## config.mk

```make
export PLATFORM = sky130hd
export DESIGN_NAME = nmea_gga_rmc_parser_unit
export DESIGN_NICKNAME = d
export VERILOG_FILES = /design/src/rtl/core/nggr_pkg.sv /design/src/rtl/core/nggr_front.sv /design/src/rtl/core/nggr_queue.sv /design/src/rtl/core/nggr_back.sv /design/src/rtl/core/nmea_gga_rmc_parser_unit.sv
export SDC_FILE = /design/constraint.sdc
export NUM_CORES = 1
export LEC_CHECK = 0
export ABC_AREA = 1
export BUFFER_PORTS_ARGS = -buffer_cell sky130_fd_sc_hd__buf_2
export CORE_MARGIN = 3
export CORE_UTILIZATION = 55
export CTS_CLUSTER_SIZE = 16
export DETAILED_ROUTE_END_ITERATION = 6
export HOLD_SLACK_MARGIN = 0.08
export PLACE_DENSITY_LB_ADDON = 0.08
export SYNTH_ARGS = -nofsm -noshare
export SYNTH_HDL_FRONTEND = slang
export SYNTH_SLANG_ARGS = --single-unit
```

## constraint.sdc

```tcl
create_clock -name clk -period 7.05 [get_ports clk]
set_clock_uncertainty 0.1 [all_clocks]
set_input_delay 1.0575 -clock clk [delete_from_list [all_inputs] [get_ports clk]]
set_output_delay 1.0575 -clock clk [all_outputs]
set_load 0.02 [all_outputs]
```

## src/rtl/core/nggr_pkg.sv

```systemverilog
package nggr_pkg;

    typedef enum logic [1:0] {
        OP_CHAR    = 2'd0,
        OP_DIGIT   = 2'd1,
        OP_SUMMARY = 2'd2
    } op_t;

    localparam logic [1:0] ST_OK          = 2'd0;
    localparam logic [1:0] ST_NO_STAR     = 2'd1;
    localparam logic [1:0] ST_BAD_SUM     = 2'd2;
    localparam logic [1:0] ST_UNSUPPORTED = 2'd3;

    localparam logic [1:0] MT_GGA     = 2'd0;
    localparam logic [1:0] MT_RMC     = 2'd1;
    localparam logic [1:0] MT_NEITHER = 2'd2;

    localparam logic [2:0] FID_TIME    = 3'd0;
    localparam logic [2:0] FID_LAT     = 3'd1;
    localparam logic [2:0] FID_LAT_DIR = 3'd2;
    localparam logic [2:0] FID_LON     = 3'd3;
    localparam logic [2:0] FID_LON_DIR = 3'd4;
    localparam logic [2:0] FID_DATE    = 3'd5;

    localparam logic [7:0] CH_STAR  = 8'h2A;
    localparam logic [7:0] CH_COMMA = 8'h2C;
    localparam logic [7:0] CH_PLUS  = 8'h2B;
    localparam logic [7:0] CH_MINUS = 8'h2D;
    localparam logic [7:0] CH_POINT = 8'h2E;

    localparam logic [19:0] ALT_POS_MAX = 20'd999999;
    localparam logic [19:0] ALT_NEG_MAX = 20'd99999;

    localparam int OUT_W = 48;

    typedef struct packed {
        op_t        op;
        logic [2:0] field_id;
        logic [3:0] char_pos;
        logic [7:0] char_value;
        logic [1:0] msg_type;
        logic [1:0] status;
        logic [3:0] digit;
        logic       alt;
        logic       neg;
        logic       frac;
    } cmd_t;

    function automatic logic [7:0] hdr_gga_char(input logic [2:0] idx);
        logic [7:0] c;
        unique case (idx)
            3'd1:    c = "G";
            3'd2:    c = "N";
            3'd3:    c = "G";
            3'd4:    c = "G";
            3'd5:    c = "A";
            default: c = 8'h00;
        endcase
        return c;
    endfunction

    function automatic logic [7:0] hdr_rmc_char(input logic [2:0] idx);
        logic [7:0] c;
        unique case (idx)
            3'd1:    c = "G";
            3'd2:    c = "N";
            3'd3:    c = "R";
            3'd4:    c = "M";
            3'd5:    c = "C";
            default: c = 8'h00;
        endcase
        return c;
    endfunction

    // {valid, value}
    function automatic logic [4:0] hex_digit(input logic [7:0] b);
        logic [4:0] r;
        if (b >= "0" && b <= "9") begin
            r = {1'b1, 4'(b - "0")};
        end else if (b >= "A" && b <= "F") begin
            r = {1'b1, 4'(b - "A" + 8'd10)};
        end else if (b >= "a" && b <= "f") begin
            r = {1'b1, 4'(b - "a" + 8'd10)};
        end else begin
            r = 5'd0;
        end
        return r;
    endfunction

    function automatic logic is_blank(input logic [7:0] b);
        return (b == 8'h20) || (b >= 8'h09 && b <= 8'h0D);
    endfunction

endpackage

```

## src/rtl/core/nggr_front.sv

```systemverilog
module nggr_front
    import nggr_pkg::*;
#(
    parameter int FIELD_CHARS = 15
) (
    input  logic       clk,
    input  logic       rst_n,
    input  logic       s_tvalid,
    output logic       s_tready,
    input  logic [7:0] s_tdata,    // rx_byte
    input  logic       s_tlast,    // last_byte
    input  logic       q_ready,
    output logic       push,
    output cmd_t       cmd
);

    logic [7:0] xor_reg, xor_next;
    logic [7:0] rsum_reg, rsum_next;
    logic       star_reg, star_next;
    logic [2:0] bcnt_reg, bcnt_next;
    logic [1:0] hm_reg, hm_next;
    logic [3:0] fnum_reg, fnum_next;
    logic [4:0] ccnt_reg, ccnt_next;
    logic [2:0] aflags_reg, aflags_next;

    logic       accept;
    logic       emit;
    logic [7:0] b;
    logic [4:0] hx;
    logic       is_dig;
    logic       gga;
    logic       id_ok;
    logic [2:0] id;
    logic       num_fix, num_alt, num_any;
    logic       complete;
    logic [1:0] mtype;

    assign s_tready = q_ready;
    assign accept   = s_tvalid && q_ready;
    assign push     = accept && emit;
    assign b        = s_tdata;
    assign hx       = hex_digit(b);
    assign is_dig   = (b >= "0") && (b <= "9");

    always_comb
    begin
        xor_next    = xor_reg;
        rsum_next   = rsum_reg;
        star_next   = star_reg;
        bcnt_next   = (bcnt_reg < 3'd6) ? bcnt_reg + 3'd1 : bcnt_reg;
        hm_next     = hm_reg;
        fnum_next   = fnum_reg;
        ccnt_next   = ccnt_reg;
        aflags_next = aflags_reg;
        emit        = 1'b0;
        cmd         = '0;
        gga         = hm_reg[0];
        id_ok       = 1'b0;
        id          = FID_TIME;
        num_fix     = 1'b0;
        num_alt     = 1'b0;
        num_any     = 1'b0;
        complete    = 1'b0;
        mtype       = MT_NEITHER;

        if (bcnt_reg != 3'd0 && bcnt_reg <= 3'd5) begin
            if (b != hdr_gga_char(bcnt_reg)) hm_next[0] = 1'b0;
            if (b != hdr_rmc_char(bcnt_reg)) hm_next[1] = 1'b0;
        end
        gga = hm_next[0];

        if (bcnt_reg != 3'd0) begin
            if (!star_reg) begin
                if (b == CH_STAR) begin
                    star_next = 1'b1;
                    rsum_next = 8'd0;
                    ccnt_next = 5'd0;
                end else begin
                    xor_next = xor_reg ^ b;
                    if (b == CH_COMMA) begin
                        if (fnum_reg < 4'd15) fnum_next = fnum_reg + 4'd1;
                        ccnt_next   = 5'd0;
                        aflags_next = 3'd0;
                    end else if (bcnt_reg >= 3'd6 && hm_next != 2'b00) begin
                        if (gga) begin
                            if (fnum_reg >= 4'd1 && fnum_reg <= 4'd5) begin
                                id_ok = 1'b1;
                                id    = 3'(fnum_reg - 4'd1);
                            end else if (fnum_reg == 4'd6) begin
                                num_fix = 1'b1;
                            end else if (fnum_reg == 4'd9) begin
                                num_alt = 1'b1;
                            end
                        end else begin
                            if (fnum_reg == 4'd1) begin
                                id_ok = 1'b1;
                                id    = FID_TIME;
                            end else if (fnum_reg >= 4'd3 && fnum_reg <= 4'd6) begin
                                id_ok = 1'b1;
                                id    = 3'(fnum_reg - 4'd2);
                            end else if (fnum_reg == 4'd9) begin
                                id_ok = 1'b1;
                                id    = FID_DATE;
                            end
                        end
                        num_any = num_fix || num_alt;

                        if (id_ok) begin
                            if (ccnt_reg < 5'd16) ccnt_next = ccnt_reg + 5'd1;
                            if (id == FID_LAT_DIR || id == FID_LON_DIR) begin
                                emit = (ccnt_reg == 5'd0);
                            end else begin
                                emit = (ccnt_reg < 5'(FIELD_CHARS));
                            end
                            cmd.op         = OP_CHAR;
                            cmd.field_id   = id;
                            cmd.char_pos   = ccnt_reg[3:0];
                            cmd.char_value = b;
                            cmd.msg_type   = gga ? MT_GGA : MT_RMC;
                        end

                        if (num_any) begin
                            cmd.op    = OP_DIGIT;
                            cmd.digit = b[3:0];
                            cmd.alt   = num_alt;
                            cmd.neg   = aflags_reg[2];
                            unique case (aflags_reg[1:0])
                                2'd0:
                                begin
                                    if (is_blank(b)) begin
                                        aflags_next = aflags_reg;
                                    end else if (b == CH_PLUS || b == CH_MINUS) begin
                                        aflags_next = {b == CH_MINUS, 2'd1};
                                    end else if (is_dig) begin
                                        emit        = 1'b1;
                                        aflags_next = {aflags_reg[2], 2'd1};
                                    end else if (b == CH_POINT && num_alt) begin
                                        aflags_next = {aflags_reg[2], 2'd2};
                                    end else begin
                                        aflags_next = {aflags_reg[2], 2'd3};
                                    end
                                end
                                2'd1:
                                begin
                                    if (is_dig) begin
                                        emit = 1'b1;
                                    end else if (b == CH_POINT && num_alt) begin
                                        aflags_next = {aflags_reg[2], 2'd2};
                                    end else begin
                                        aflags_next = {aflags_reg[2], 2'd3};
                                    end
                                end
                                2'd2:
                                begin
                                    emit        = is_dig;
                                    cmd.frac    = 1'b1;
                                    aflags_next = {aflags_reg[2], 2'd3};
                                end
                                default:
                                begin
                                    aflags_next = aflags_reg;
                                end
                            endcase
                        end
                    end
                end
            end else if (ccnt_reg == 5'd0) begin
                if (!hx[4]) ccnt_next = 5'd1;
                else rsum_next = {rsum_reg[3:0], hx[3:0]};
            end
        end

        if (s_tlast) begin
            complete = (bcnt_next == 3'd6);
            if (complete && hm_next[0]) mtype = MT_GGA;
            else if (complete && hm_next[1]) mtype = MT_RMC;
            else mtype = MT_NEITHER;

            cmd          = '0;
            cmd.op       = OP_SUMMARY;
            cmd.msg_type = mtype;
            priority if (!star_next) cmd.status = ST_NO_STAR;
            else if (xor_next != rsum_next) cmd.status = ST_BAD_SUM;
            else if (mtype == MT_NEITHER) cmd.status = ST_UNSUPPORTED;
            else cmd.status = ST_OK;
            emit = 1'b1;

            xor_next    = 8'd0;
            rsum_next   = 8'd0;
            star_next   = 1'b0;
            bcnt_next   = 3'd0;
            hm_next     = 2'b11;
            fnum_next   = 4'd0;
            ccnt_next   = 5'd0;
            aflags_next = 3'd0;
        end
    end

    always_ff @(posedge clk or negedge rst_n)
    begin
        if (!rst_n) begin
            xor_reg    <= 8'd0;
            rsum_reg   <= 8'd0;
            star_reg   <= 1'b0;
            bcnt_reg   <= 3'd0;
            hm_reg     <= 2'b11;
            fnum_reg   <= 4'd0;
            ccnt_reg   <= 5'd0;
            aflags_reg <= 3'd0;
        end else if (accept) begin
            xor_reg    <= xor_next;
            rsum_reg   <= rsum_next;
            star_reg   <= star_next;
            bcnt_reg   <= bcnt_next;
            hm_reg     <= hm_next;
            fnum_reg   <= fnum_next;
            ccnt_reg   <= ccnt_next;
            aflags_reg <= aflags_next;
        end
    end

endmodule

```

## src/rtl/core/nggr_queue.sv

```systemverilog
module nggr_queue
    import nggr_pkg::*;
(
    input  logic clk,
    input  logic rst_n,
    input  logic push,
    input  cmd_t wr_cmd,
    output logic wr_ready,
    input  logic pop,
    output logic rd_valid,
    output cmd_t rd_cmd
);

    cmd_t       entry_reg [2];
    logic [1:0] count_reg, count_next;
    logic       wptr_reg, rptr_reg;

    assign wr_ready = (count_reg != 2'd2);
    assign rd_valid = (count_reg != 2'd0);
    assign rd_cmd   = entry_reg[rptr_reg];

    always_comb
    begin
        count_next = count_reg;
        if (push && !pop) count_next = count_reg + 2'd1;
        else if (pop && !push) count_next = count_reg - 2'd1;
    end

    always_ff @(posedge clk)
    begin
        if (push) entry_reg[wptr_reg] <= wr_cmd;
    end

    always_ff @(posedge clk or negedge rst_n)
    begin
        if (!rst_n) begin
            count_reg <= 2'd0;
            wptr_reg  <= 1'b0;
            rptr_reg  <= 1'b0;
        end else begin
            count_reg <= count_next;
            if (push) wptr_reg <= ~wptr_reg;
            if (pop) rptr_reg <= ~rptr_reg;
        end
    end

`ifndef SYNTHESIS
    a_no_overflow: assert property (@(posedge clk) disable iff (!rst_n)
        push |-> (count_reg != 2'd2) || pop)
        else $error("queue written while full");

    a_no_underflow: assert property (@(posedge clk) disable iff (!rst_n)
        pop |-> count_reg != 2'd0)
        else $error("queue read while empty");

    a_count_range: assert property (@(posedge clk) disable iff (!rst_n)
        count_reg != 2'd3)
        else $error("queue count out of range");
`endif

endmodule

```

## src/rtl/core/nggr_back.sv

```systemverilog
module nggr_back
    import nggr_pkg::*;
(
    input  logic             clk,
    input  logic             rst_n,
    input  logic             q_valid,
    input  cmd_t             q_cmd,
    output logic             pop,
    output logic             m_tvalid,
    input  logic             m_tready,
    output logic [OUT_W-1:0] m_tdata,  // field_id, char_pos, char_value, status, msg_type,
                                       // fix_quality, altitude_tenths
    output logic             m_tuser   // kind
);

    logic [7:0]       fix_reg, fix_next;
    logic [19:0]      mag_reg, mag_next;
    logic             neg_reg, neg_next;
    logic             oval_reg, oval_next;
    logic [OUT_W-1:0] odata_reg, odata_next;
    logic             okind_reg, okind_next;

    logic [11:0] fix_prod;
    logic [23:0] alt_int;
    logic [20:0] alt_frac;
    logic [23:0] alt_new;
    logic [19:0] cap;
    logic        load;
    logic        ok_gga;
    logic [20:0] alt_out;
    logic [7:0]  fix_out;

    assign pop      = q_valid && (!oval_reg || m_tready);
    assign m_tvalid = oval_reg;
    assign m_tdata  = odata_reg;
    assign m_tuser  = okind_reg;

    always_comb
    begin
        fix_prod = {1'b0, fix_reg, 3'b000} + {3'b000, fix_reg, 1'b0} + {8'd0, q_cmd.digit};
        alt_int  = {1'b0, mag_reg, 3'b000} + {3'b000, mag_reg, 1'b0}
                 + {17'd0, q_cmd.digit, 3'b000} + {19'd0, q_cmd.digit, 1'b0};
        alt_frac = {1'b0, mag_reg} + {17'd0, q_cmd.digit};
        alt_new  = q_cmd.frac ? {3'd0, alt_frac} : alt_int;
        cap      = q_cmd.neg ? ALT_NEG_MAX : ALT_POS_MAX;

        ok_gga  = (q_cmd.status == ST_OK) && (q_cmd.msg_type == MT_GGA);
        alt_out = ok_gga ? (neg_reg ? 21'(-{1'b0, mag_reg}) : {1'b0, mag_reg}) : 21'd0;
        fix_out = ok_gga ? fix_reg : 8'd0;

        fix_next   = fix_reg;
        mag_next   = mag_reg;
        neg_next   = neg_reg;
        load       = 1'b0;
        odata_next = odata_reg;
        okind_next = okind_reg;

        if (pop) begin
            unique case (q_cmd.op)
                OP_DIGIT:
                begin
                    if (q_cmd.alt) begin
                        neg_next = q_cmd.neg;
                        mag_next = (alt_new > {4'd0, cap}) ? cap : alt_new[19:0];
                    end else if (!q_cmd.neg) begin
                        fix_next = (fix_prod > 12'd255) ? 8'd255 : fix_prod[7:0];
                    end
                end
                OP_CHAR:
                begin
                    load       = 1'b1;
                    okind_next = 1'b0;
                    odata_next = {21'd0, 8'd0, q_cmd.msg_type, ST_OK, q_cmd.char_value,
                                  q_cmd.char_pos, q_cmd.field_id};
                end
                OP_SUMMARY:
                begin
                    load       = 1'b1;
                    okind_next = 1'b1;
                    odata_next = {alt_out, fix_out, q_cmd.msg_type, q_cmd.status, 8'd0,
                                  4'd0, 3'd0};
                    fix_next   = 8'd0;
                    mag_next   = 20'd0;
                    neg_next   = 1'b0;
                end
                default:
                begin
                    load = 1'b0;
                end
            endcase
        end

        if (load) oval_next = 1'b1;
        else if (m_tready) oval_next = 1'b0;
        else oval_next = oval_reg;
    end

    always_ff @(posedge clk)
    begin
        odata_reg <= odata_next;
        okind_reg <= okind_next;
    end

    always_ff @(posedge clk or negedge rst_n)
    begin
        if (!rst_n) begin
            fix_reg  <= 8'd0;
            mag_reg  <= 20'd0;
            neg_reg  <= 1'b0;
            oval_reg <= 1'b0;
        end else begin
            fix_reg  <= fix_next;
            mag_reg  <= mag_next;
            neg_reg  <= neg_next;
            oval_reg <= oval_next;
        end
    end

`ifndef SYNTHESIS
    a_char_clean: assert property (@(posedge clk) disable iff (!rst_n)
        (oval_reg && !okind_reg) |-> (odata_reg[16:15] == ST_OK) && (odata_reg[47:19] == '0))
        else $error("character transfer carries summary data");

    a_bad_no_data: assert property (@(posedge clk) disable iff (!rst_n)
        (oval_reg && okind_reg && odata_reg[16:15] != ST_OK) |-> (odata_reg[47:19] == '0))
        else $error("failed summary carries fix or altitude");

    a_neither_fails: assert property (@(posedge clk) disable iff (!rst_n)
        (oval_reg && okind_reg && odata_reg[18:17] == MT_NEITHER)
            |-> (odata_reg[16:15] != ST_OK))
        else $error("unsupported sentence reported ok");

    a_alt_range: assert property (@(posedge clk) disable iff (!rst_n)
        mag_reg <= ALT_POS_MAX)
        else $error("altitude magnitude beyond range");
`endif

endmodule

```

## src/rtl/core/nmea_gga_rmc_parser_unit.sv

```systemverilog
// A result transfer is offered after its command passes the queue and the output register.
// Throughput: one byte per cycle while the queue has room; the front updates all sentence
// state per byte, and the back applies one queued command (character, digit or summary)
// per cycle while the output register is free or being read. A two-entry command queue and
// the output register decouple input from output stalls. Reset: rst_n asynchronously clears
// sentence state, accumulators, queue and output valid; the block takes bytes after release.
module nmea_gga_rmc_parser_unit
    import nggr_pkg::*;
#(
    parameter int FIELD_CHARS = 15
) (
    input  logic             clk,
    input  logic             rst_n,
    input  logic             s_tvalid,
    output logic             s_tready,
    input  logic [7:0]       s_tdata,   // rx_byte
    input  logic             s_tlast,   // last_byte
    output logic             m_tvalid,
    input  logic             m_tready,
    output logic [OUT_W-1:0] m_tdata,   // field_id[2:0], char_pos[6:3], char_value[14:7],
                                        // status[16:15], msg_type[18:17],
                                        // fix_quality[26:19], altitude_tenths[47:27]
    output logic             m_tuser    // kind
);

    logic q_ready;
    logic push;
    cmd_t wr_cmd;
    logic q_valid;
    cmd_t rd_cmd;
    logic pop;

    nggr_front #(
        .FIELD_CHARS (FIELD_CHARS)
    ) u_front (
        .clk      (clk),
        .rst_n    (rst_n),
        .s_tvalid (s_tvalid),
        .s_tready (s_tready),
        .s_tdata  (s_tdata),
        .s_tlast  (s_tlast),
        .q_ready  (q_ready),
        .push     (push),
        .cmd      (wr_cmd)
    );

    nggr_queue u_queue (
        .clk      (clk),
        .rst_n    (rst_n),
        .push     (push),
        .wr_cmd   (wr_cmd),
        .wr_ready (q_ready),
        .pop      (pop),
        .rd_valid (q_valid),
        .rd_cmd   (rd_cmd)
    );

    nggr_back u_back (
        .clk      (clk),
        .rst_n    (rst_n),
        .q_valid  (q_valid),
        .q_cmd    (rd_cmd),
        .pop      (pop),
        .m_tvalid (m_tvalid),
        .m_tready (m_tready),
        .m_tdata  (m_tdata),
        .m_tuser  (m_tuser)
    );

endmodule

```

==> results.sh, run 1 <==
export IMPL_status="completed"
export IMPL_maxCapViolCount=0
export IMPL_die_w_um=155
export IMPL_synth_compound_area_share_pct=10.7
export IMPL_fillCellCount=1880
export IMPL_hold_end="u_queue.wptr_reg"
export IMPL_antenna_found_initial=0
export IMPL_synth_distinct_cells=55
export IMPL_overflow=0
export IMPL_final_core_util_pct=62.3
export IMPL_grt_pass1_vias=10400
export IMPL_fmax_ghz=0.171
export IMPL_cts_buffers=17
export IMPL_nNetsFinal=1717
export IMPL_drc=0
export IMPL_synth_seq_cells=173
export IMPL_die_area_mm2=0.0240
export IMPL_cts_tree="yes"
export IMPL_cts_path_max_buffers=2
export IMPL_largest_reg_flops=56
export IMPL_layout_drive_gt1_share_pct=9.61
export IMPL_synthTopCellsByArea="edfxtp_1 26%, dfrtp_1 14%, ha_1 11%, nand2_1 10%, inv_1 5.7%"
export IMPL_r2r_start="u_queue.rptr_reg"
export IMPL_wl_per_cell_um=16.3
export IMPL_period_share_pct=83.1
export IMPL_crit_arrival_ns=6.09
export IMPL_initial_core_util_pct=56.9
export IMPL_synth_top_family_by_area="simple AND/OR/NAND/NOR gates"
export IMPL_postCtsSetupBuffers=0
export IMPL_hold_slack_ns=0.382
export IMPL_async_flop_share_pct=39.3
export IMPL_netlist_instances=1537
export IMPL_grt_max_degree=69
export IMPL_drtIter0Drc=587
export IMPL_setup_viol=0
export IMPL_synth_edf_count=105
export IMPL_routed_wl_mm=30.6
export IMPL_vias=10600
export IMPL_ys_flop_type="edfxtp_1"
export IMPL_cp_data_required_time_ns=7.28
export IMPL_root_buffer="clkbuf_16"
export IMPL_netlist_area_leader_share_pct=25.9
export IMPL_start_kind="flip-flop"
export IMPL_hold_buffers=0
export IMPL_cts_sinks=173
export IMPL_clk_latency_ns=0.44
export IMPL_rows=53
export IMPL_syn2layout_area_growth_pct=9.52
export IMPL_synth_top_cell_by_area="edfxtp_1"
export IMPL_synthAdderAreaFrac_pct=12.3
export IMPL_cts_resized=0
export IMPL_yosys_area_share_simple_pct=26.7
export IMPL_rrSetupSlack_ns=1.19
export IMPL_via_per_inst=5.66
export IMPL_ant_nets=0
export IMPL_grt_pass1_wl_mm=50.6
export IMPL_firstDrtPassIters=6
export IMPL_hold_viol=0
export IMPL_hpwl_mm=23.0
export IMPL_min_path_cells=2
export IMPL_chipHeight_um=155
export IMPL_tightest_slew_ns=1.24
export IMPL_critPathKind="flip-flop to flip-flop"
export IMPL_slew_viol_final=0
export IMPL_leakage_nw=6.34
export IMPL_io_buffers=63
export IMPL_period_needed_ns=5.86
export IMPL_peakVddDrop_mv=0.287
export IMPL_crit_start="u_queue.rptr_reg"
export IMPL_finalSetupTns_ns=0
export IMPL_clkTransAtPathRegs_ns=0.08
export IMPL_powerDensity_mw_per_mm2=526
export IMPL_h_tree_depth=4
export IMPL_synth_xor_area_share_pct=2.73
export IMPL_diodes=0
export IMPL_syn_avg_cell_area_um2=7.92
export IMPL_place_gp_congestion=0.949
export IMPL_seqCellArea_mm2=0.00486
export IMPL_multiInputGateArea_mm2=0.00642
export IMPL_rsz0062_at_grt="false"
export IMPL_io_pins=64
export IMPL_reg2regPathDepth=26
export IMPL_crit_reg2reg_capture="u_back.mag_reg[1]"
export IMPL_cp_end_kind="flip-flop"
export IMPL_yosysSeqAreaShare_pct=39.9
export IMPL_fp_coreArea_mm2=0.0214
export IMPL_synthesis_area_mm2=0.0122
export IMPL_min_from="u_queue.wptr_reg"
export IMPL_muxShareOfSynthArea_pct=0.0822
export IMPL_grt_use_total_pct=25.9
export IMPL_slew_headroom_pct=17.3
export IMPL_synth_nets=1664
export IMPL_critPathMaxFanout=21
export IMPL_hold_path_class="flip-flop to flip-flop"
export IMPL_ys_warn_count=0
area by class of cell:
type,instances,share of cell area [%]
clock buffers,18,3.22
clock inverters,14,1.30
inverters,198,5.58
multi-input cells,1129,48.1
flip-flops and latches,173,36.4
well taps,275,2.58
repair buffers,71,2.81
placed cells by master (no fill, tap or decap), types with 16 or more instances in the layout:
cell type / n
inv_1: 186
nand3_1: 121
edfxtp_1: 105
o22ai_1: 21
clkbuf_16: 17
dfrtp_1: 66
a21oi_1: 77
ha_1: 104
or2_2: 16
nand2_1: 329
buf_2: 63
nor3_1: 38
nor2_1: 167
xor2_1: 30
o21ai_0: 96
nand4_1: 31
how the worst max path moves through the flow:
stage                                   end  depth (start not counted)
after floorplan           u_back.mag_reg[3]                         30
after global placement    u_back.mag_reg[1]                         28
after detailed placement  u_back.mag_reg[1]                         28
after CTS                 u_back.mag_reg[1]                         28
after global routing      u_back.mag_reg[1]                         28
final                     u_back.mag_reg[1]                         26
synth_stat cells, drive strengths merged (25+ instances only):
cell,instances
edfxtp,105
ha,104
clkbuf,25
xor2,30
o21ai,107
nor3,41
nand4,31
nand2,337
dfrtp,66
nand3,124
inv,194
nor2,171
a21oi,77
logic make-up (layout without fill, tap and decap cells):
group | after synthesis | in the layout
flops | 173 | 173
xor+xnor | 38 | 38
mux | 1 | 1
simple gates | 742 | 742
compound gates | 234 | 234
buf+inv | 235 | 301
fa+ha+maj | 114 | 114
critical path, stage by stage, from the launching register on:
cell      delay (ns)
dfrtp_1         0.35
clkinv_1        0.23
buf_4           0.31
nand2_1         0.08
nand2_1         0.19
fa_1            0.55
fa_1            0.53
fa_1            0.52
nand3_1         0.15
nand3_1         0.11
nand2_1         0.07
inv_1           0.05
nor2_1          0.16
inv_1           0.06
a21oi_1         0.19
or2_2           0.14
nand3_1         0.06
nand2_1         0.12
inv_1           0.05
ha_1            0.28
nand3_1         0.07
nor2_1          0.26
nand3_1         0.12
nand2_1         0.34
nand2_1         0.25
o21ai_0         0.29
nand2_1         0.08
where the power goes:
part / switching (W) / total [W] / internal [W]
clock: 0.000463 / 0.000972 / 0.000509
combinational: 0.00287 / 0.00433 / 0.00146
sequential: 0.000281 / 0.00173 / 0.00145
total: 0.00361 / 0.00702 / 0.00341
through the flow:
step                      cells  instance area [um^2]  power [W]  worst slack (ns)
final                      1878                 13300    0.00702              1.19
after global placement     1846                 12700    0.00591              1.58
after floorplan            1537                 12200    0.00497              1.99
after CTS                  1878                 13300    0.00700              1.32
after global routing       1878                 13300    0.00774             0.678
after detailed placement   1846                 12700    0.00601              1.37
per-layer routing:
layer	vias to the layer above	GRT usage, %	part of all wire [%]
li1	5274	-	-
met1	5001	34.6	44
met2	306	44.6	48
met3	45	2.74	5.2
met4	0	8.37	2.1
met5	-	0	0
Note: power is estimated with default switching activity, not from simulation.
==> run 2: changes to the inputs <==
==> constraint.sdc (replaced) <==
create_clock -name clk -period 5.7 [get_ports clk]
set_clock_uncertainty 0.1 [all_clocks]
set_input_delay 0.855 -clock clk [delete_from_list [all_inputs] [get_ports clk]]
set_output_delay 0.855 -clock clk [all_outputs]
set_load 0.02 [all_outputs]
==> run 2 against run 1 <==
Effect of this change:
- the flow now finishes with violations (DRC)
- clock power up 19%
- clock-buffer cell count down 1
- non-clock buffer count is 6 higher
- critical path depth increased by 2
- sequential power grew 24%
==> results.sh, run 2 (synthesized netlist as in run 1, its figures left out) <==
export IMPL_cp_data_required_time_ns=5.91
export IMPL_fin_cells=1884
export IMPL_fmax_ghz=0.193
export IMPL_h_tree_depth=4
export IMPL_period_share_pct=90.8
export IMPL_cp_end_kind="flip-flop"
export IMPL_grt_use_total_pct=26.4
export IMPL_firstDrtPassIters=7
export IMPL_place_gp_congestion=0.959
export IMPL_cts_tree="yes"
export IMPL_io_buffers=63
export IMPL_grt_pass1_vias=10300
export IMPL_critPathKind="flip-flop to flip-flop"
export IMPL_crit_path_max_incr_delay_ns=0.55
export IMPL_slew_headroom_pct=28.8
export IMPL_grt_max_degree=69
export IMPL_die_area_mm2=0.0240
export IMPL_critPathMaxFanout=10
export IMPL_leakage_nw=6.37
export IMPL_setup_viol=0
export IMPL_initial_core_util_pct=56.9
export IMPL_rrSetupSlack_ns=0.52
export IMPL_slew_viol_final=0
export IMPL_finalPower_w=0.00871
export IMPL_wl_per_cell_um=16.4
export IMPL_r2r_start="u_queue.rptr_reg"
export IMPL_ant_nets=0
export IMPL_crit_reg2reg_capture="u_back.mag_reg[1]"
export IMPL_via_per_inst=5.64
export IMPL_rows=53
export IMPL_cts_sinks=173
export IMPL_grt_met1_usage_pct=35.2
export IMPL_drc=6
export IMPL_multiInputGateArea_mm2=0.00642
export IMPL_cts_buffers=17
export IMPL_hold_viol=0
export IMPL_nNetsFinal=1723
export IMPL_worst_path_max_delay_cell="fa_1"
export IMPL_hpwl_mm=23.5
export IMPL_fillCellCount=1906
export IMPL_mostFrequentLayoutCell="nand2_1"
export IMPL_diodes=0
export IMPL_root_buffer="clkbuf_16"
export IMPL_maxCapViolCount=0
export IMPL_reg2regPathDepth=28
export IMPL_layout_drive_gt1_share_pct=10.1
export IMPL_routed_wl_mm=31.0
export IMPL_min_path_cells=2
export IMPL_finalInstanceArea_mm2=0.0134
export IMPL_die_w_um=155
export IMPL_clkTransAtPathRegs_ns=0.07
export IMPL_peakVddDrop_mv=0.278
export IMPL_hold_end="u_queue.wptr_reg"
export IMPL_grt_pass1_wl_mm=51.3
export IMPL_largest_reg_flops=56
export IMPL_busiest_layer="met2"
export IMPL_vias=10600
export IMPL_hold_path_class="flip-flop to flip-flop"
export IMPL_clk_latency_ns=0.43
export IMPL_placed_area_mm2=0.0128
export IMPL_powerDensity_mw_per_mm2=652
export IMPL_crit_arrival_ns=5.39
export IMPL_overflow=0
export IMPL_seqCellArea_mm2=0.00486
export IMPL_path_common_cell="nand2_1"
export IMPL_dp_cells=1851
export IMPL_fp_coreArea_mm2=0.0214
export IMPL_grt_met3_usage_pct=4.11
export IMPL_finalSetupTns_ns=0
export IMPL_period_needed_ns=5.18
export IMPL_status="finished, violations left"
export IMPL_start_kind="flip-flop"
export IMPL_syn2layout_area_growth_pct=9.76
export IMPL_tightest_slew_ns=1.06
export IMPL_hold_buffers=0
export IMPL_met2_usage_pct=45.2
export IMPL_chipHeight_um=155
export IMPL_min_from="u_queue.wptr_reg"
export IMPL_mostFrequentLayoutCells="329 x nand2_1, 186 x inv_1, 166 x nor2_1"
export IMPL_final_core_util_pct=62.4
export IMPL_violations="DRC"
export IMPL_cts_path_max_buffers=2
export IMPL_io_pins=64
export IMPL_antenna_found_initial=0
export IMPL_drtIter0Drc=768
[run 2: changes by cell type in the layout (fill, tap and decap cells not counted), moves of 2 or more]
cell,before,now
o21ai_1,9,11
clkinv_4,1,3
clkinvlp_4,2,0
o21ai_0,96,94
buf_4,8,14
[run 2: area by class of cell]
cell class                      count  area share, %
Clock buffer                       17           3.18
Timing Repair Buffer               77           3.14
Multi-Input combinational cell   1129           48.0
Sequential cell                   173           36.3
Clock inverter                     15           1.16
Inverter                          198           5.57
Tap cell                          275           2.57
[run 2: routing by layer]
layer / share of wire, % / vias to the layer above
met5: 0 / -
met4: 1.8 / 0
met3: 6.1 / 41
met2: 48 / 344
met1: 44 / 4953
li1: - / 5296
[run 2: where the power goes]
part | leakage (nW) | internal [W] | total [W] | switching (W)
combinational | 4.21 | 0.00185 | 0.00541 | 0.00356
sequential | 1.88 | 0.00179 | 0.00214 | 0.000356
clock | 0.286 | 0.000585 | 0.00116 | 0.000575
total | 6.37 | 0.00422 | 0.00871 | 0.00449
[run 2: critical path: cells and delay by family, from the launching register on]
kind                       cells  cell delay (ns)
adders and majority gates      5             2.03
buffers and inverters          6             0.41
and+or+nand+nor               15             1.68
AOI/OAI and AO/OA              2             0.39
DFF                            1             0.42
[run 2: worst max-delay path by stage]
stage / from / to / slack, ns
floorplan: u_queue.rptr_reg / u_back.mag_reg[3] / 0.64
global placement: u_queue.rptr_reg / u_back.mag_reg[17] / 0.38
detailed placement: u_queue.rptr_reg / u_back.mag_reg[13] / 0.16
CTS: u_queue.rptr_reg / u_back.mag_reg[13] / 0.13
global route: u_queue.rptr_reg / u_back.mag_reg[1] / -0.01
finish: u_queue.rptr_reg / u_back.mag_reg[1] / 0.52
[run 2: through the flow]
stage / hold slack [ns] / setup WS (ns)
floorplan: 0.342 / 0.638
global placement: 0.354 / 0.383
detailed placement: 0.372 / 0.163
CTS: 0.388 / 0.134
global route: 0.412 / -0.0146
finish: 0.385 / 0.524
[run 2: timing repair]
item | in CTS | in global routing
setup buffers | 0 | 1
endpoints found under the setup margin | 0 | 20
gates resized for setup | 0 | 5
